## config.mk

```make
export PLATFORM = sky130hd
export DESIGN_NAME = mqtt_connection_supervisor_unit
export DESIGN_NICKNAME = d
export VERILOG_FILES = /design/src/rtl/core/mcs_pkg.sv /design/src/rtl/core/mqtt_connection_supervisor_unit.sv /design/src/rtl/core/mcs_cfg_regs.sv /design/src/rtl/core/mcs_engine.sv
export SDC_FILE = /design/constraint.sdc
export NUM_CORES = 1
export LEC_CHECK = 0
export BUFFER_PORTS_ARGS = -buffer_cell sky130_fd_sc_hd__buf_2
export CAP_MARGIN = 20
export CORE_MARGIN = 8
export CORE_UTILIZATION = 40
export DETAILED_ROUTE_END_ITERATION = 6
export HOLD_SLACK_MARGIN = 0.12
export SYNTH_ARGS = -nofsm -noshare
export SYNTH_HDL_FRONTEND = slang
export SYNTH_SLANG_ARGS = --single-unit
```

## constraint.sdc

```tcl
create_clock -name clk -period 8 [get_ports clk]
set_input_delay 0.4 -clock clk [delete_from_list [all_inputs] [get_ports clk]]
set_output_delay 0.4 -clock clk [all_outputs]
set_load 0.05 [all_outputs]
```

## src/rtl/core/mcs_pkg.sv

```systemverilog
// package for the mqtt connection supervisor: event and register codes,
// phase encoding, configuration and result structs; no dependencies
`default_nettype none
package mcs_pkg;

  // event opcodes carried on the input beat
  typedef enum logic [2:0] {
    OP_TICK       = 3'd0,
    OP_TCP_RESULT = 3'd1,
    OP_CONNACK    = 3'd2,
    OP_SUBACK     = 3'd3,
    OP_PINGRESP   = 3'd4,
    OP_SEND_FAIL  = 3'd5,
    OP_LINK_ERROR = 3'd6,
    OP_RESERVED   = 3'd7
  } op_t;

  // register indexes on the configuration port
  typedef enum logic [2:0] {
    REG_ACK_TIMEOUT   = 3'd0,
    REG_PING_INTERVAL = 3'd1,
    REG_PUB_INTERVAL  = 3'd2,
    REG_PUB_ENABLE    = 3'd3,
    REG_SUB_ENABLE    = 3'd4,
    REG_RETRY_DELAY   = 3'd5,
    REG_BACKOFF_INIT  = 3'd6,
    REG_BACKOFF_LIMIT = 3'd7
  } reg_idx_t;

  // connection phases, one-hot
  typedef enum logic [5:0] {
    PH_RETRY     = 6'b000001,
    PH_TCP       = 6'b000010,
    PH_CONNACK   = 6'b000100,
    PH_SUBACK    = 6'b001000,
    PH_CONNECTED = 6'b010000,
    PH_BACKOFF   = 6'b100000
  } phase_t;

  // link state codes reported with each result
  localparam logic [1:0] LINK_DOWN       = 2'd0;
  localparam logic [1:0] LINK_CONNECTING = 2'd1;
  localparam logic [1:0] LINK_UP         = 2'd2;

  localparam logic [1:0]  MISS_LIMIT   = 2'd3;
  localparam logic [15:0] TIMER_MAX    = 16'hFFFF;
  localparam logic [7:0]  CODE_OK      = 8'd0;

  // register reset values
  localparam logic [15:0] RST_ACK_TIMEOUT   = 16'd5000;
  localparam logic [15:0] RST_PING_INTERVAL = 16'd40000;
  localparam logic [15:0] RST_PUB_INTERVAL  = 16'd10000;
  localparam logic        RST_PUB_ENABLE    = 1'b1;
  localparam logic        RST_SUB_ENABLE    = 1'b1;
  localparam logic [15:0] RST_RETRY_DELAY   = 16'd3000;
  localparam logic [15:0] RST_BACKOFF_INIT  = 16'd5000;
  localparam logic [15:0] RST_BACKOFF_LIMIT = 16'd60000;

  typedef struct packed {
    logic [15:0] ack_timeout;
    logic [15:0] ping_interval;
    logic [15:0] pub_interval;
    logic        pub_enable;
    logic        sub_enable;
    logic [15:0] retry_delay;
    logic [15:0] backoff_init;
    logic [15:0] backoff_limit;
  } cfg_t;

  typedef struct packed {
    logic        do_tcp_connect;
    logic        do_send_connect;
    logic        do_send_subscribe;
    logic        do_send_pingreq;
    logic        do_publish;
    logic        do_send_disconnect;
    logic        do_tcp_close;
    logic [15:0] subscribe_id;
    logic [1:0]  link_state;
    logic [1:0]  missed_pings;
  } res_t;

endpackage
`default_nettype wire

```

## src/rtl/core/mqtt_connection_supervisor_unit.sv

```systemverilog
// mqtt connection supervisor, top level: input register, engine, result register
// a beat is held in the input register, and its result is registered for out_*
// throughput: one event per cycle; the input register moves whenever the
// result register is empty or being drained in the same cycle
// reset: synchronous active-low rst_n clears both stages and the supervisor
// state and loads the register defaults; depends on mcs_pkg, mcs_cfg_regs, mcs_engine
`default_nettype none
module mqtt_connection_supervisor_unit
  import mcs_pkg::*;
(
  input  wire logic        clk,
  input  wire logic        rst_n,
  input  wire logic        in_tvalid,
  output logic             in_tready,
  input  wire logic [7:0]  in_tdata,   // [7:0] event_code
  input  wire logic [2:0]  in_tuser,   // [2:0] opcode
  output logic             out_tvalid,
  input  wire logic        out_tready,
  // [0] do_tcp_connect, [1] do_send_connect, [2] do_send_subscribe,
  // [3] do_send_pingreq, [4] do_publish, [5] do_send_disconnect,
  // [6] do_tcp_close, [22:7] subscribe_id, [24:23] link_state,
  // [26:25] missed_pings, [31:27] zero
  output logic [31:0]      out_tdata,
  input  wire logic        cfg_psel,
  input  wire logic        cfg_penable,
  input  wire logic        cfg_pwrite,
  input  wire logic [4:0]  cfg_paddr,
  input  wire logic [31:0] cfg_pwdata,
  output logic [31:0]      cfg_prdata,
  output logic             cfg_pready
);

  cfg_t        cfg;
  res_t        res;
  logic        s1_valid_r;
  logic [2:0]  s1_op_r;
  logic [7:0]  s1_code_r;
  logic        out_valid_r;
  logic [31:0] out_data_r;
  logic        advance;
  logic        fire;

  assign advance   = !out_valid_r || out_tready;
  assign fire      = s1_valid_r && advance;
  assign in_tready = !s1_valid_r || advance;

  mcs_cfg_regs u_cfg (
    .clk     (clk),
    .rst_n   (rst_n),
    .psel    (cfg_psel),
    .penable (cfg_penable),
    .pwrite  (cfg_pwrite),
    .paddr   (cfg_paddr),
    .pwdata  (cfg_pwdata),
    .prdata  (cfg_prdata),
    .pready  (cfg_pready),
    .cfg     (cfg)
  );

  mcs_engine u_engine (
    .clk        (clk),
    .rst_n      (rst_n),
    .fire       (fire),
    .opcode     (s1_op_r),
    .event_code (s1_code_r),
    .cfg        (cfg),
    .res        (res)
  );

  // input register
  always_ff @(posedge clk) begin
    if (!rst_n) begin
      s1_valid_r <= 1'b0;
    end else if (in_tready) begin
      s1_valid_r <= in_tvalid;
    end
  end

  always_ff @(posedge clk) begin
    if (in_tready && in_tvalid) begin
      s1_op_r   <= in_tuser;
      s1_code_r <= in_tdata;
    end
  end

  // result register
  always_ff @(posedge clk) begin
    if (!rst_n) begin
      out_valid_r <= 1'b0;
    end else if (advance) begin
      out_valid_r <= s1_valid_r;
    end
  end

  always_ff @(posedge clk) begin
    if (fire) begin
      out_data_r <= {5'd0, res.missed_pings, res.link_state, res.subscribe_id,
                     res.do_tcp_close, res.do_send_disconnect, res.do_publish,
                     res.do_send_pingreq, res.do_send_subscribe,
                     res.do_send_connect, res.do_tcp_connect};
    end
  end

  assign out_tvalid = out_valid_r;
  assign out_tdata  = out_data_r;

endmodule
`default_nettype wire

```

## src/rtl/core/mcs_cfg_regs.sv

```systemverilog
// configuration register file behind the apb-style port
// depends on mcs_pkg for register indexes, reset values and cfg_t
`default_nettype none
module mcs_cfg_regs
  import mcs_pkg::*;
(
  input  wire logic        clk,
  input  wire logic        rst_n,
  input  wire logic        psel,
  input  wire logic        penable,
  input  wire logic        pwrite,
  input  wire logic [4:0]  paddr,
  input  wire logic [31:0] pwdata,
  output logic [31:0]      prdata,
  output logic             pready,
  output cfg_t             cfg
);

  cfg_t     cfg_r;
  reg_idx_t idx;
  logic     wr_en;

  assign pready = 1'b1;
  assign idx    = reg_idx_t'(paddr[4:2]);
  assign wr_en  = psel & penable & pwrite & pready;
  assign cfg    = cfg_r;

  // register writes
  always_ff @(posedge clk) begin
    if (!rst_n) begin
      cfg_r.ack_timeout   <= RST_ACK_TIMEOUT;
      cfg_r.ping_interval <= RST_PING_INTERVAL;
      cfg_r.pub_interval  <= RST_PUB_INTERVAL;
      cfg_r.pub_enable    <= RST_PUB_ENABLE;
      cfg_r.sub_enable    <= RST_SUB_ENABLE;
      cfg_r.retry_delay   <= RST_RETRY_DELAY;
      cfg_r.backoff_init  <= RST_BACKOFF_INIT;
      cfg_r.backoff_limit <= RST_BACKOFF_LIMIT;
    end else if (wr_en) begin
      case (idx)
        REG_ACK_TIMEOUT:   cfg_r.ack_timeout   <= pwdata[15:0];
        REG_PING_INTERVAL: cfg_r.ping_interval <= pwdata[15:0];
        REG_PUB_INTERVAL:  cfg_r.pub_interval  <= pwdata[15:0];
        REG_PUB_ENABLE:    cfg_r.pub_enable    <= pwdata[0];
        REG_SUB_ENABLE:    cfg_r.sub_enable    <= pwdata[0];
        REG_RETRY_DELAY:   cfg_r.retry_delay   <= pwdata[15:0];
        REG_BACKOFF_INIT:  cfg_r.backoff_init  <= pwdata[15:0];
        REG_BACKOFF_LIMIT: cfg_r.backoff_limit <= pwdata[15:0];
        default: ;
      endcase
    end
  end

  // read mux
  always_comb begin
    case (idx)
      REG_ACK_TIMEOUT:   prdata = {16'd0, cfg_r.ack_timeout};
      REG_PING_INTERVAL: prdata = {16'd0, cfg_r.ping_interval};
      REG_PUB_INTERVAL:  prdata = {16'd0, cfg_r.pub_interval};
      REG_PUB_ENABLE:    prdata = {31'd0, cfg_r.pub_enable};
      REG_SUB_ENABLE:    prdata = {31'd0, cfg_r.sub_enable};
      REG_RETRY_DELAY:   prdata = {16'd0, cfg_r.retry_delay};
      REG_BACKOFF_INIT:  prdata = {16'd0, cfg_r.backoff_init};
      REG_BACKOFF_LIMIT: prdata = {16'd0, cfg_r.backoff_limit};
      default:           prdata = 32'd0;
    endcase
  end

endmodule
`default_nettype wire

```

## src/rtl/core/mcs_engine.sv

```systemverilog
// supervisor state and next-state logic for one event beat
// depends on mcs_pkg for phases, opcodes, cfg_t and res_t
`default_nettype none
module mcs_engine
  import mcs_pkg::*;
(
  input  wire logic       clk,
  input  wire logic       rst_n,
  input  wire logic       fire,
  input  wire logic [2:0] opcode,
  input  wire logic [7:0] event_code,
  input  wire cfg_t       cfg,
  output res_t            res
);

  phase_t      phase_r, phase_nxt;
  logic [15:0] wait_r, wait_nxt;
  logic [15:0] ping_r, ping_nxt;
  logic [15:0] pub_r, pub_nxt;
  logic        outst_r, outst_nxt;
  logic [1:0]  miss_r, miss_nxt;
  logic [15:0] backoff_r, backoff_nxt;
  logic [15:0] pkt_r, pkt_nxt;

  op_t         op;
  logic        wait_done;
  logic [15:0] wait_dec;
  logic [16:0] twice;
  logic [15:0] backoff_cap;
  logic [15:0] ping_inc, pub_inc;
  logic [15:0] pkt_inc;
  logic        ping_hit, pub_hit, third_miss;
  logic        do_fail, do_end, do_enter;
  logic        r_tcp, r_conn, r_sub, r_ping, r_pub, r_disc;

  assign op        = op_t'(opcode);
  assign wait_done = (wait_r <= 16'd1);
  assign wait_dec  = wait_r - 16'd1;
  assign twice     = {backoff_r, 1'b0};
  assign backoff_cap = (twice > {1'b0, cfg.backoff_limit}) ? cfg.backoff_limit
                                                           : twice[15:0];
  assign ping_inc  = (ping_r == TIMER_MAX) ? ping_r : ping_r + 16'd1;
  assign pub_inc   = (pub_r == TIMER_MAX) ? pub_r : pub_r + 16'd1;
  assign ping_hit  = (ping_inc >= cfg.ping_interval);
  assign pub_hit   = (pub_inc >= cfg.pub_interval);
  assign third_miss = ping_hit && outst_r && (miss_r == MISS_LIMIT - 2'd1);
  // packet id wraps past zero to one
  assign pkt_inc   = (pkt_r == TIMER_MAX) ? 16'd1 : pkt_r + 16'd1;

  // decide the transition for this event
  always_comb begin
    phase_nxt = phase_r;
    wait_nxt  = wait_r;
    ping_nxt  = ping_r;
    pub_nxt   = pub_r;
    outst_nxt = outst_r;
    miss_nxt  = miss_r;
    pkt_nxt   = pkt_r;
    do_fail   = 1'b0;
    do_end    = 1'b0;
    do_enter  = 1'b0;
    r_tcp     = 1'b0;
    r_conn    = 1'b0;
    r_sub     = 1'b0;
    r_ping    = 1'b0;
    r_pub     = 1'b0;
    r_disc    = 1'b0;
    case (phase_r)
      PH_TCP: begin
        if (op == OP_TCP_RESULT) begin
          if (event_code == CODE_OK) begin
            r_conn    = 1'b1;
            phase_nxt = PH_CONNACK;
            wait_nxt  = cfg.ack_timeout;
          end else begin
            do_fail = 1'b1;
          end
        end else if (op == OP_LINK_ERROR) begin
          do_fail = 1'b1;
        end
      end
      PH_CONNACK: begin
        if (op == OP_TICK) begin
          if (wait_done) do_fail = 1'b1;
          else wait_nxt = wait_dec;
        end else if (op == OP_CONNACK) begin
          if (event_code != CODE_OK) begin
            do_fail = 1'b1;
          end else if (cfg.sub_enable) begin
            pkt_nxt   = pkt_inc;
            r_sub     = 1'b1;
            phase_nxt = PH_SUBACK;
            wait_nxt  = cfg.ack_timeout;
          end else begin
            do_enter = 1'b1;
          end
        end else if (op == OP_SEND_FAIL || op == OP_LINK_ERROR) begin
          do_fail = 1'b1;
        end
      end
      PH_SUBACK: begin
        if (op == OP_TICK) begin
          if (wait_done) do_enter = 1'b1;
          else wait_nxt = wait_dec;
        end else if (op == OP_SUBACK) begin
          do_enter = 1'b1;
        end else if (op == OP_SEND_FAIL || op == OP_LINK_ERROR) begin
          do_fail = 1'b1;
        end
      end
      PH_CONNECTED: begin
        if (op == OP_TICK) begin
          ping_nxt = ping_inc;
          pub_nxt  = pub_inc;
          if (third_miss) begin
            // keepalive lost: disconnect, no ping or publish this beat
            miss_nxt = MISS_LIMIT;
            r_disc   = 1'b1;
            do_end   = 1'b1;
          end else begin
            if (ping_hit) begin
              if (outst_r) miss_nxt = miss_r + 2'd1;
              r_ping    = 1'b1;
              outst_nxt = 1'b1;
              ping_nxt  = 16'd0;
            end
            if (pub_hit) begin
              r_pub   = cfg.pub_enable;
              pub_nxt = 16'd0;
            end
          end
        end else if (op == OP_PINGRESP) begin
          outst_nxt = 1'b0;
          miss_nxt  = 2'd0;
        end else if (op == OP_SEND_FAIL || op == OP_LINK_ERROR) begin
          do_end = 1'b1;
        end
      end
      PH_RETRY, PH_BACKOFF: begin
        if (op == OP_TICK) begin
          if (wait_done) begin
            r_tcp     = 1'b1;
            phase_nxt = PH_TCP;
          end else begin
            wait_nxt = wait_dec;
          end
        end
      end
      default: begin
        phase_nxt = PH_RETRY;
        wait_nxt  = 16'd0;
      end
    endcase

    // shared exits
    backoff_nxt = backoff_r;
    if (do_fail) begin
      phase_nxt = PH_RETRY;
      wait_nxt  = cfg.retry_delay;
    end
    if (do_end) begin
      phase_nxt   = PH_BACKOFF;
      wait_nxt    = backoff_r;
      backoff_nxt = backoff_cap;
    end
    if (do_enter) begin
      phase_nxt   = PH_CONNECTED;
      ping_nxt    = 16'd0;
      pub_nxt     = 16'd0;
      miss_nxt    = 2'd0;
      outst_nxt   = 1'b0;
      backoff_nxt = cfg.backoff_init;
    end
  end

  // result fields for this beat
  always_comb begin
    res.do_tcp_connect     = r_tcp;
    res.do_send_connect    = r_conn;
    res.do_send_subscribe  = r_sub;
    res.do_send_pingreq    = r_ping;
    res.do_publish         = r_pub;
    res.do_send_disconnect = r_disc;
    res.do_tcp_close       = do_fail | do_end;
    res.subscribe_id       = pkt_nxt;
    res.missed_pings       = miss_nxt;
    case (phase_nxt)
      PH_CONNECTED:                   res.link_state = LINK_UP;
      PH_TCP, PH_CONNACK, PH_SUBACK:  res.link_state = LINK_CONNECTING;
      default:                        res.link_state = LINK_DOWN;
    endcase
  end

  // state registers, updated once per processed beat
  always_ff @(posedge clk) begin
    if (!rst_n) begin
      phase_r   <= PH_RETRY;
      wait_r    <= 16'd0;
      ping_r    <= 16'd0;
      pub_r     <= 16'd0;
      outst_r   <= 1'b0;
      miss_r    <= 2'd0;
      backoff_r <= RST_BACKOFF_INIT;
      pkt_r     <= 16'd0;
    end else if (fire) begin
      phase_r   <= phase_nxt;
      wait_r    <= wait_nxt;
      ping_r    <= ping_nxt;
      pub_r     <= pub_nxt;
      outst_r   <= outst_nxt;
      miss_r    <= miss_nxt;
      backoff_r <= backoff_nxt;
      pkt_r     <= pkt_nxt;
    end
  end

endmodule
`default_nettype wire

```

==> results.ini, run 1 <==
[sta]
fin_setup_tns_ps = 0
fin_worst_skew_ps = 31.5
fin_ws_ps = 3240
relSlewSlack = 0.206
rsz0062_at_grt = false
finalWorstPathRequiredPeriod_ps = 4760
hold_viol_final = 0
post-route-period-util = 0.595
tightest_slew_ps = 1190
fmax_mhz = 210
maxSlewViolCount = 0
setup_viol = 0

[min_path]
hp-class = input port to flip-flop

[placement]
hpwlAfterDp_mm = 29.9
io_buffers = 81
gp_congestion = 0.864
placed_area_mm2 = 0.0139
dp_slack_ps = 3280

[floorplan]
coreArea_mm2 = 0.0332
start_util = 0.403
fp-row-count = 67
die_y_um = 199
die_w_um = 199
die-area_mm2 = 0.0395
ios = 122

[yosys]
synth_edf_count = 38
syn_inst = 1657
yosysSeqAreaShare = 0.369
synth_cell_types = 85
avgSynthCellArea_um2 = 8.06
synth_ff_type = dfxtp_1
postSynth.asyncResetShare = 0
synth-seq-cells = 227
netlist_area_mm2 = 0.0134
yosys_warnings = 0

[clock_tree]
clk_pin_slew_ps = 60
cts_buffer_depth = 3
cts_tree = done
htreeDepth = 1
cts_buffers = 26
clock-sinks = 227
clk_latency_ps = 540
clock-root-buffer = clkbuf_16

[final_layout]
final_cell_mix = nand2_1 (275), dfxtp_1 (189), nor2_1 (151), a21oi_1 (145), buf_2 (81)
fin_util = 0.450
drive_gt1_frac = 0.123
finalNetCount = 1795
mostFrequentLayoutCell = nand2_1
stdcell_area_mm2 = 0.0149
n_antenna_cell = 0
syn_to_final_growth_pct = 11.9

[route]
via_per_inst = 5.74
drc = 0
dr.pass1.iters = 5
routed_wl_mm = 42.5
ant_nets = 0
vias = 12400
post_drt_wl_per_cell_um = 19.7
drt_iter0_markers = 1144

[global_routing]
grt_overflow = 0
grt_pass1_vias = 11500
grt_antenna_before_repair = 0
grt_first_pass_wirelength_mm = 65.9
grt_max_degree = 76
track_usage = 0.210

[pwr]
vdd_drop_max_mv = 0.149
pwr_density_cell_mw_per_mm2 = 186
fin_total_pwr_mw = 2.79
p_leak_nw = 5.78

[worst_setup_path]
worstSetupPathType = flip-flop to flip-flop
end_kind = flip-flop
worst-endpoint-arrival_ps = 5150
worstSetupStartpointType = flip-flop
required_ps = 8390
critPathMaxFanout = 17

[flow_run]
cap_violations = 0

[run_status]
status = completed

## critical path, cell delays in order, from the launching register on
cell	delay (ps)
dfxtp_1	430
and4_1	320
and4_1	270
and3_1	230
and3_1	180
mux2_2	350
ha_1	310
nand4_1	130
nor3_1	300
or4b_1	640
nand4_1	250
nand2_2	280
a31oi_2	770
a21oi_1	150
## sequential cells by signal, summed over array words and instances, names as in the netlist
| name | flops |
|---|---|
| u_cfg.cfg | 98 |
| s1_code_r | 8 |
| u_engine.miss_r | 2 |
| u_engine.pkt_r | 16 |
| u_engine.pub_r | 16 |
| u_engine.ping_r | 16 |
| u_engine.outst_r | 1 |
| u_engine.backoff_r | 16 |
| s1_valid_r | 1 |
| u_engine.wait_r | 16 |
| out_tdata | 27 |
| u_engine.phase_r | 6 |
| s1_op_r | 3 |
| out_tvalid | 1 |
## per-layer routing
metal	GRT usage	vias up	routed length [µm]
met5	0	-	0
met3	0.0438	65	3580
met4	0.0667	0	1250
li1	-	5962	-
met2	0.326	450	18800
met1	0.289	5892	18900
## kinds of logic (layout without fill, tap and decap cells)
family,after synthesis,in the layout,share of synthesized area
AOI/OAI and AO/OA,423,423,0.210
DFF,227,227,0.369
other,2,22,0.000562
buffers and inverters,193,223,0.0640
adders and majority gates,53,53,0.0496
and+or+nand+nor,660,660,0.234
muxes,56,56,0.0448
xor gates and xnor gates,43,43,0.0282
## through the flow
step | instances | hold WS, ps
floorplan | 1677 | 443
global placement | 2093 | 461
detailed placement | 2093 | 472
CTS | 2153 | 161
global route | 2155 | 170
finish | 2155 | 172
## cells in the mapped netlist (5+ instances only)
cell type,instances,share of area
and4_1,7,0.0046
xor2_1,17,0.011
a311o_1,9,0.0067
xnor2_1,26,0.017
o21a_1,10,0.0056
a22o_1,11,0.0072
o211ai_1,33,0.019
buf_2,17,0.0064
nand4_1,25,0.012
ha_1,53,0.050
and3_1,23,0.011
o21ai_0,30,0.011
clkbuf_1,76,0.021
o21ai_1,25,0.0094
nand3b_1,7,0.0039
or2_2,6,0.0028
edfxtp_1,38,0.085
nand2b_1,5,0.0023
o311ai_1,8,0.0052
and2_1,13,0.0061
dfxtp_1,189,0.28
a211oi_1,28,0.016
a21oi_1,145,0.054
a31oi_1,6,0.0028
nor2_1,151,0.042
nor2b_1,11,0.0052
a22oi_1,29,0.016
a32oi_1,6,0.0039
or3_1,9,0.0042
a21o_1,12,0.0067
buf_1,7,0.0020
nor3_1,32,0.012
o31ai_1,17,0.0096
mux2_2,31,0.026
nand2_1,275,0.077
a221oi_1,10,0.0066
nor4_1,9,0.0042
mux2i_1,25,0.019
inv_1,64,0.018
buf_4,27,0.015
o221ai_1,7,0.0046
nand3_1,52,0.019
## path summary, 6_finish.rpt
path,startpoint,to,slack [ps],cells after the start
max,u_engine.ping_r[4]$_SDFFE_PN0P_,u_engine.wait_r[6]$_SDFFE_PN0P_,3240,13
min,cfg_pwdata[10],u_cfg.cfg[26]$_SDFFE_PN0P_,170,3
max reg2reg,u_engine.ping_r[4]$_SDFFE_PN0P_,u_engine.wait_r[6]$_SDFFE_PN0P_,3240,13
min reg2reg,u_cfg.cfg[61]$_SDFFE_PN0P_,u_cfg.cfg[61]$_SDFFE_PN0P_,480,2
## final cells by class
| class | instances | area, µm² |
|---|---|---|
| clock buffer | 37 | 774 |
| clock inverter | 11 | 104 |
| fill | 3366 | 18200 |
| inverter | 65 | 246 |
| multi-input combinational | 1257 | 7680 |
| sequential | 227 | 4920 |
| tap | 448 | 561 |
| timing repair buffer | 110 | 657 |
## power by group
group | switching, mW | internal [mW] | total [mW] | leakage, nW
registers | 0.0191 | 1.18 | 1.20 | 1.88
clock network | 0.487 | 0.735 | 1.22 | 0.432
logic | 0.256 | 0.110 | 0.366 | 3.47
total | 0.762 | 2.02 | 2.79 | 5.78
## timing repair
item | in CTS | in global routing
endpoints found under the hold margin | 12 | 0
gates resized for setup | 0 | 0
hold buffers | 12 | 0
buffers inserted | 0 | 0
No activity file was read; power rests on OpenSTA's default activity.
==> inputs of run 2 (changes only) <==
--- a/config.mk
+++ b/config.mk
@@ -5,6 +5,7 @@
 export SDC_FILE = /design/constraint.sdc
 export NUM_CORES = 1
 export LEC_CHECK = 0
+export ABC_AREA = 1
 export BUFFER_PORTS_ARGS = -buffer_cell sky130_fd_sc_hd__buf_2
 export CAP_MARGIN = 20
 export CORE_MARGIN = 8
==> constraint.sdc (replaced) <==
create_clock -name clk -period 4.36 [get_ports clk]
set_input_delay 0.218 -clock clk [delete_from_list [all_inputs] [get_ports clk]]
set_output_delay 0.218 -clock clk [all_outputs]
set_load 0.05 [all_outputs]
==> run 2 against run 1 <==
  * First-iteration DRC count shrank 8.9%
  * Critical path type unchanged
  * Critical endpoint is now u_engine.backoff_r[3]$_SDFFE_PN1P_
  * Global-route usage shrank 0.57 points
  * Hold slack lost 8.7 ps
  * Via count grew 1.2%
  * Power grew 96%
  * Highest routed layer unchanged
  * Largest cell class unchanged
==> results.ini, run 2 <==
[worst_setup_path]
r2r_cells = 24  ; was 13
critPathMaxFanout = 28  ; was 17
worstSetupPathType = flip-flop to flip-flop  ; unchanged
startpoint = u_engine.ping_r[1]$_SDFFE_PN0P_  ; was u_engine.ping_r[4]$_SDFFE_PN0P_
required_ps = 4790  ; was 8390 ps
worstSetupStartpointType = flip-flop  ; unchanged
rr_startpoint = u_engine.ping_r[1]$_SDFFE_PN0P_  ; was u_engine.ping_r[4]$_SDFFE_PN0P_
end_kind = flip-flop  ; unchanged
worst-endpoint-arrival_ps = 4310  ; was 5150 ps

[final_layout]
finalNetCount = 2056  ; was 1795
drive_gt1_frac = 0.110  ; was 0.123
final_cell_mix = nand2_1 (426), nor2_1 (228), inv_1 (205), dfxtp_1 (189), a21oi_1 (146)  ; was nand2_1 (275), dfxtp_1 (189), nor2_1 (151), a21oi_1 (145), buf_2 (81)
largest_reg_flops = 98  ; unchanged
stdcell_area_mm2 = 0.0150  ; was 0.0149 mm²
seq_area_mm2 = 0.00492  ; unchanged
mostFrequentLayoutCell = nand2_1  ; unchanged
n_antenna_cell = 0  ; unchanged
fillers = 3317  ; was 3366
final-instance-count-excl-fill = 2410  ; was 2155
syn_to_final_growth_pct = 14.9  ; was 11.9%
multiInputGateArea_mm2 = 0.00689  ; was 0.00768 mm²

[min_path]
worstHoldPathCells = 4  ; was 3
hp-start = cfg_paddr[3]  ; was cfg_pwdata[10]
hp-class = input port to flip-flop  ; unchanged

[floorplan]
fp-row-count = 66  ; was 67
coreArea_mm2 = 0.0324  ; was 0.0332 mm²
ios = 122  ; unchanged
start_util = 0.404  ; was 0.403
die-area_mm2 = 0.0387  ; was 0.0395 mm²
die_w_um = 197  ; was 199 µm
die_y_um = 197  ; was 199 µm

[clock_tree]
clock-sinks = 227  ; unchanged
clk_latency_ps = 540  ; about the same
cts_tree = done  ; unchanged
cts_buffers = 27  ; was 26
clock-root-buffer = clkbuf_16  ; unchanged
htreeDepth = 1  ; unchanged
clk_pin_slew_ps = 60  ; about the same
cts_buffer_depth = 3  ; unchanged

[yosys]
synth_top_cells_by_count = nand2_1 (426), nor2_1 (228), inv_1 (206), dfxtp_1 (189), a21oi_1 (147)  ; was nand2_1 (275), dfxtp_1 (189), nor2_1 (151), a21oi_1 (145), clkbuf_1 (76)
synth_cell_types = 50  ; was 85
netlist.area_leader.share = 0.289  ; was 0.283
avgSynthCellArea_um2 = 7.00  ; was 8.06 µm²
netlist_area_mm2 = 0.0131  ; was 0.0134 mm²
synth_edf_count = 38  ; unchanged
syn_inst = 1868  ; was 1657
synth-seq-cells = 227  ; unchanged
yosys_warnings = 0  ; unchanged
postSynth.asyncResetShare = 0  ; unchanged
synth_ff_type = dfxtp_1  ; unchanged
synthMostInstantiatedCell = nand2_1  ; unchanged
synth_area_leaders = dfxtp_1 (29%), nand2_1 (12%), edfxtp_1 (8.7%), nor2_1 (6.5%), inv_1 (5.9%)  ; was dfxtp_1 (28%), edfxtp_1 (8.5%), nand2_1 (7.7%), a21oi_1 (5.4%), ha_1 (5.0%)
yosysSeqAreaShare = 0.377  ; was 0.369
yosysTopAreaCell = dfxtp_1  ; unchanged

[global_routing]
grt_antenna_before_repair = 0  ; unchanged
grt_pass1_vias = 11800  ; was 11500
track_usage = 0.204  ; was 0.210
grt_max_degree = 115  ; was 76
grt_overflow = 0  ; unchanged
grt_first_pass_wirelength_mm = 64.3  ; was 65.9 mm

[sta]
hold_viol_final = 0  ; unchanged
post-route-period-util = 0.891  ; was 0.595
setup_viol = 0  ; unchanged
finalWorstPathRequiredPeriod_ps = 3890  ; was 4760 ps
fin_worst_skew_ps = 10.2  ; was 31.5 ps
relSlewSlack = 0.334  ; was 0.206
fmax_mhz = 257  ; was 210 MHz
fin_setup_tns_ps = 0  ; unchanged
tightest_slew_ps = 993  ; was 1190 ps
rsz0062_at_grt = false  ; unchanged
maxSlewViolCount = 0  ; unchanged

[route]
routed_wl_mm = 40.5  ; was 42.5 mm
via_per_inst = 5.19  ; was 5.74
post_drt_wl_per_cell_um = 16.8  ; was 19.7 µm
drt_iter0_markers = 1042  ; was 1144
dr.pass1.iters = 6  ; was 5
ant_nets = 0  ; unchanged
drc = 0  ; unchanged
vias = 12500  ; was 12400

[pwr]
p_leak_nw = 6.71  ; was 5.78 nW
pwr-share-clk = 0.450  ; was 0.438
pwr-share-seq = 0.411  ; was 0.430
comb_power_share = 0.139  ; was 0.131
vdd_drop_max_mv = 0.298  ; was 0.149 mV
switching_share = 0.279  ; was 0.274
pwr_density_cell_mw_per_mm2 = 363  ; was 186 mW/mm²
p_int_mw = 3.93  ; was 2.02 mW
p_sw_mw = 1.52  ; was 0.762 mW

[placement]
placed_area_mm2 = 0.0137  ; was 0.0139 mm²
gp_congestion = 0.912  ; was 0.864
io_buffers = 81  ; unchanged
post-place-cells = 2329  ; was 2093
hpwlAfterDp_mm = 29.7  ; was 29.9 mm

[run_status]
status = completed  ; unchanged

[flow_run]
cap_violations = 0  ; unchanged

run 2: cell types whose count changed after synthesis, sizes merged, moves of 25 or more:
| cell | change |
|---|---|
| inv | +162 |
| nand2 | +161 |
| o21ai | +92 |
| nor2 | +91 |
| nand3 | +72 |
| mux2 | -31 |
| a22oi | -30 |
| clkbuf | -30 |
| a211oi | -28 |
| xnor2 | -26 |
| mux2i | -25 |
run 2: kinds of logic (layout without fill, tap and decap cells):
| kind of cell | count (synthesis) | in the layout | share of synthesized area |
|---|---|---|---|
| xor+xnor | 28 | 28 | 0.0199 |
| other cells | 2 | 22 | 0.000574 |
| fa+ha+maj | 53 | 53 | 0.0507 |
| compound gates | 366 | 366 | 0.160 |
| buf+inv | 319 | 399 | 0.103 |
| flops | 227 | 227 | 0.377 |
| simple gates | 873 | 873 | 0.289 |
run 2: worst paths after layout:
kind	endpoint	slack, ps
setup / recovery	u_engine.backoff_r[3]$_SDFFE_PN1P_	470
setup reg to reg	u_engine.backoff_r[3]$_SDFFE_PN1P_	470
hold reg to reg	u_engine.ping_r[3]$_SDFFE_PN0P_	480
hold / removal	u_cfg.cfg[48]$_SDFFE_PN1P_	160
run 2: what timing repair did:
action,in CTS,in global routing
setup buffers,0,0
endpoints found under the setup margin,0,17
gates resized for setup,0,2
hold endpoints to repair,113,0
hold buffers,31,0
run 2: final cells by class:
class,instances,share of cell area
multi-input cells,1342,0.458
flip-flops and latches,227,0.328
inverters,227,0.0567
repair buffers,123,0.0563
clock buffers,35,0.0503
well taps,442,0.0368
clock inverters,14,0.0141
run 2: critical path, cell delays in order (launching register included):
cell	delay [ps]
dfxtp_1	350
ha_1	180
nand2_1	80
nor3_2	230
nand2_1	110
nor2_2	150
nand3_2	140
nor2_4	170
nor2_1	80
nand2_1	90
xor2_2	170
ha_1	270
a21oi_1	160
o21a_1	120
nand2_1	100
nand2_1	190
nand2_2	120
nand3_2	160
nand2_4	180
nand2_4	160
nand2_4	80
nand2_8	180
inv_1	150
nand2_1	90
nand2_1	50
run 2: through the flow:
stage,util,power [mW],setup slack (ps),hold WS [ps]
after global routing,0.464,5.66,27.5,198
after floorplan,-,2.83,1350,317
after detailed placement,0.424,3.01,386,397
final,0.464,5.45,474,164
after global placement,0.423,3.00,418,397
after CTS,0.463,5.47,359,147
run 2: layer usage:
layer / vias to the layer above / GRT usage / routed length [µm]
met5: - / 0 / 0
met4: 0 / 0.0655 / 1300
met3: 71 / 0.0300 / 2530
met2: 408 / 0.332 / 18100
met1: 5780 / 0.276 / 18600
li1: 6255 / - / -
run 2: power groups by stage:
stage,Combinational [mW],Sequential (mW),Clock [mW]
6_report,0.758,2.24,2.45
4_1_cts,0.752,2.24,2.48
2_1_floorplan,0.514,2.32,0
3_5_place_dp,0.725,2.29,0
3_3_place_gp,0.718,2.29,0
5_1_grt,0.840,2.25,2.57
==> inputs of run 3 (changes only) <==
==> constraint.sdc (replaced) <==
create_clock -name clk -period 4.3 [get_ports clk]
set_input_delay 0.215 -clock clk [delete_from_list [all_inputs] [get_ports clk]]
set_output_delay 0.215 -clock clk [all_outputs]
set_load 0.05 [all_outputs]
==> run 3 against run 2 <==
  * Flip-flop and latch count unchanged
  * Global-route usage grew 0.066 points
  * Wire length grew 0.20%
  * Core utilization fell by 0.26 points
  * Hold slack improved by 15 ps
  * Clock power shrank 8%
  * Largest power group is now registers
  * Count of clock-buffer cells in the layout down 2
  * Die area unchanged
  * Critical endpoint is now u_engine.backoff_r[12]$_SDFFE_PN1P_
==> results.ini, run 3 (synthesized netlist as in run 2, its figures left out) <==
[run_status]
status = completed  ; unchanged

[worst_setup_path]
startpoint = u_engine.ping_r[0]$_SDFFE_PN0P_  ; was u_engine.ping_r[1]$_SDFFE_PN0P_
worst-endpoint-arrival_ps = 4300  ; was 4310 ps
endpoint = u_engine.backoff_r[12]$_SDFFE_PN1P_  ; was u_engine.backoff_r[3]$_SDFFE_PN1P_
critPathMaxFanout = 28  ; unchanged
worstSetupPathType = flip-flop to flip-flop  ; unchanged
r2r-end = u_engine.backoff_r[12]$_SDFFE_PN1P_  ; was u_engine.backoff_r[3]$_SDFFE_PN1P_
required_ps = 4730  ; was 4790 ps
worstSetupStartpointType = flip-flop  ; unchanged
reg2reg_slack_ps = 430  ; was 470 ps
r2r_cells = 26  ; was 24
rr_startpoint = u_engine.ping_r[0]$_SDFFE_PN0P_  ; was u_engine.ping_r[1]$_SDFFE_PN0P_
end_kind = flip-flop  ; unchanged

[route]
post_drt_wl_per_cell_um = 16.8  ; about the same
ant_nets = 0  ; unchanged
routed_wl_mm = 40.6  ; was 40.5 mm
via_per_inst = 5.17  ; was 5.19
vias = 12500  ; about the same
dr.pass1.iters = 5  ; was 6
drc = 0  ; unchanged
drt_iter0_markers = 825  ; was 1042

[sta]
hold_viol_final = 0  ; unchanged
hold_ws_ps = 178  ; was 164 ps
post-route-period-util = 0.900  ; was 0.891
fin_worst_skew_ps = 18.6  ; was 10.2 ps
rsz0062_at_grt = false  ; unchanged
fmax_mhz = 259  ; was 257 MHz
finalWorstPathRequiredPeriod_ps = 3870  ; was 3890 ps
setup_viol = 0  ; unchanged
relSlewSlack = 0.308  ; was 0.334
maxSlewViolCount = 0  ; unchanged
tightest_slew_ps = 1030  ; was 993 ps
fin_setup_tns_ps = 0  ; unchanged

[clock_tree]
cts_buffers = 27  ; unchanged
clock-sinks = 227  ; unchanged
cts_buffer_depth = 3  ; unchanged
clock-root-buffer = clkbuf_16  ; unchanged
post-cts-setup-buffer-count = 0  ; unchanged
cts_tree = done  ; unchanged
clk_pin_slew_ps = 60  ; about the same
clk_latency_ps = 540  ; about the same
htreeDepth = 1  ; unchanged

[placement]
hpwlAfterDp_mm = 29.7  ; about the same
io_buffers = 81  ; unchanged
gp_congestion = 0.908  ; was 0.912
post-place-cells = 2329  ; unchanged

[final_layout]
finalNetCount = 2057  ; was 2056
mostFrequentLayoutCell = nand2_1  ; unchanged
final_cell_mix = nand2_1 (426), nor2_1 (228), inv_1 (205), dfxtp_1 (189), a21oi_1 (146)  ; unchanged
n_antenna_cell = 0  ; unchanged
syn_to_final_growth_pct = 14.3  ; was 14.9%
final-instance-count-excl-fill = 2411  ; was 2410
drive_gt1_frac = 0.110  ; about the same
largest_reg_flops = 98  ; unchanged

[min_path]
hp-class = input port to flip-flop  ; unchanged
hp-start = cfg_paddr[3]  ; unchanged

[floorplan]
die_y_um = 197  ; unchanged
ios = 122  ; unchanged
die-area_mm2 = 0.0387  ; unchanged
die_w_um = 197  ; unchanged
fp-row-count = 66  ; unchanged
coreArea_mm2 = 0.0324  ; unchanged
start_util = 0.404  ; unchanged

[global_routing]
grt_antenna_before_repair = 1  ; was 0
grt_pass1_vias = 11700  ; was 11800
track_usage = 0.205  ; was 0.204
grt_overflow = 0  ; unchanged
grt_first_pass_wirelength_mm = 64.2  ; was 64.3 mm
grt_max_degree = 115  ; unchanged

[flow_run]
cap_violations = 0  ; unchanged

[pwr]
pwr_density_cell_mw_per_mm2 = 355  ; was 363 mW/mm²
p_leak_nw = 6.68  ; was 6.71 nW
vdd_drop_max_mv = 0.299  ; was 0.298 mV

-- run 3: through the flow --
| step | worst slack [ps] | util | area [µm²] | power, mW |
|---|---|---|---|---|
| 5_1_grt | 38.1 | 0.462 | 14900 | 5.53 |
| 6_report | 432 | 0.462 | 14900 | 5.30 |
| 4_1_cts | 323 | 0.460 | 14900 | 5.34 |
| 3_3_place_gp | 345 | 0.423 | 13700 | 3.05 |
| 3_5_place_dp | 338 | 0.423 | 13700 | 3.05 |
| 2_1_floorplan | 1290 | - | 13200 | 2.87 |
-- run 3: final cells by class --
class / count / area [µm²]
timing repair buffer: 124 / 853
clock inverter: 16 / 146
tap: 442 / 553
multi-input combinational: 1342 / 6890
clock buffer: 33 / 728
fill: 3360 / 17400
sequential: 227 / 4920
inverter: 227 / 852
-- run 3: repair_timing --
action                     CTS  global route
hold endpoints to repair   117             0
gates resized for setup      0             2
hold buffers                31             0
setup endpoints to repair    0            32
-- run 3: worst min path at each step --
stage / to / slack (ps) / cells after the start
6_report: u_cfg.cfg[48]$_SDFFE_PN1P_ / 180 / 4
5_1_grt: u_cfg.cfg[48]$_SDFFE_PN1P_ / 210 / 4
4_1_cts: u_cfg.cfg[48]$_SDFFE_PN1P_ / 160 / 4
3_5_place_dp: s1_op_r[0]$_DFFE_PP_ / 400 / 1
3_3_place_gp: s1_code_r[0]$_DFFE_PP_ / 390 / 1
2_1_floorplan: s1_code_r[0]$_DFFE_PP_ / 310 / 0
-- run 3: power by group --
part | switching (mW) | internal (mW)
Sequential | 0.0472 | 2.23
Combinational | 0.549 | 0.221
Clock | 0.937 | 1.32
-- run 3: critical path, cell delays in order, from the launching register on --
cell	delay, ps
dfxtp_1	350
ha_1	170
nand2_1	80
nor3_2	240
nand2_1	100
nor2_2	150
nand3_2	140
nor2_4	170
nor2_1	80
a21oi_1	210
ha_1	290
nand2_1	90
nor2_1	50
nor2_1	80
nand2_1	60
nand2_1	50
nand2_1	80
nand2_1	180
nand2_2	120
nand3_2	160
nand2_4	190
nand2_4	150
nand2_4	80
nand2_8	180
inv_1	150
nand2_1	90
nand2_1	50
-- run 3: per-layer routing --
layer	vias up	wire length, µm	global-route usage
met5	-	13	0
met4	2	1570	0.0763
met3	85	2530	0.0379
met2	346	17900	0.327
met1	5786	18600	0.273
li1	6256	-	-
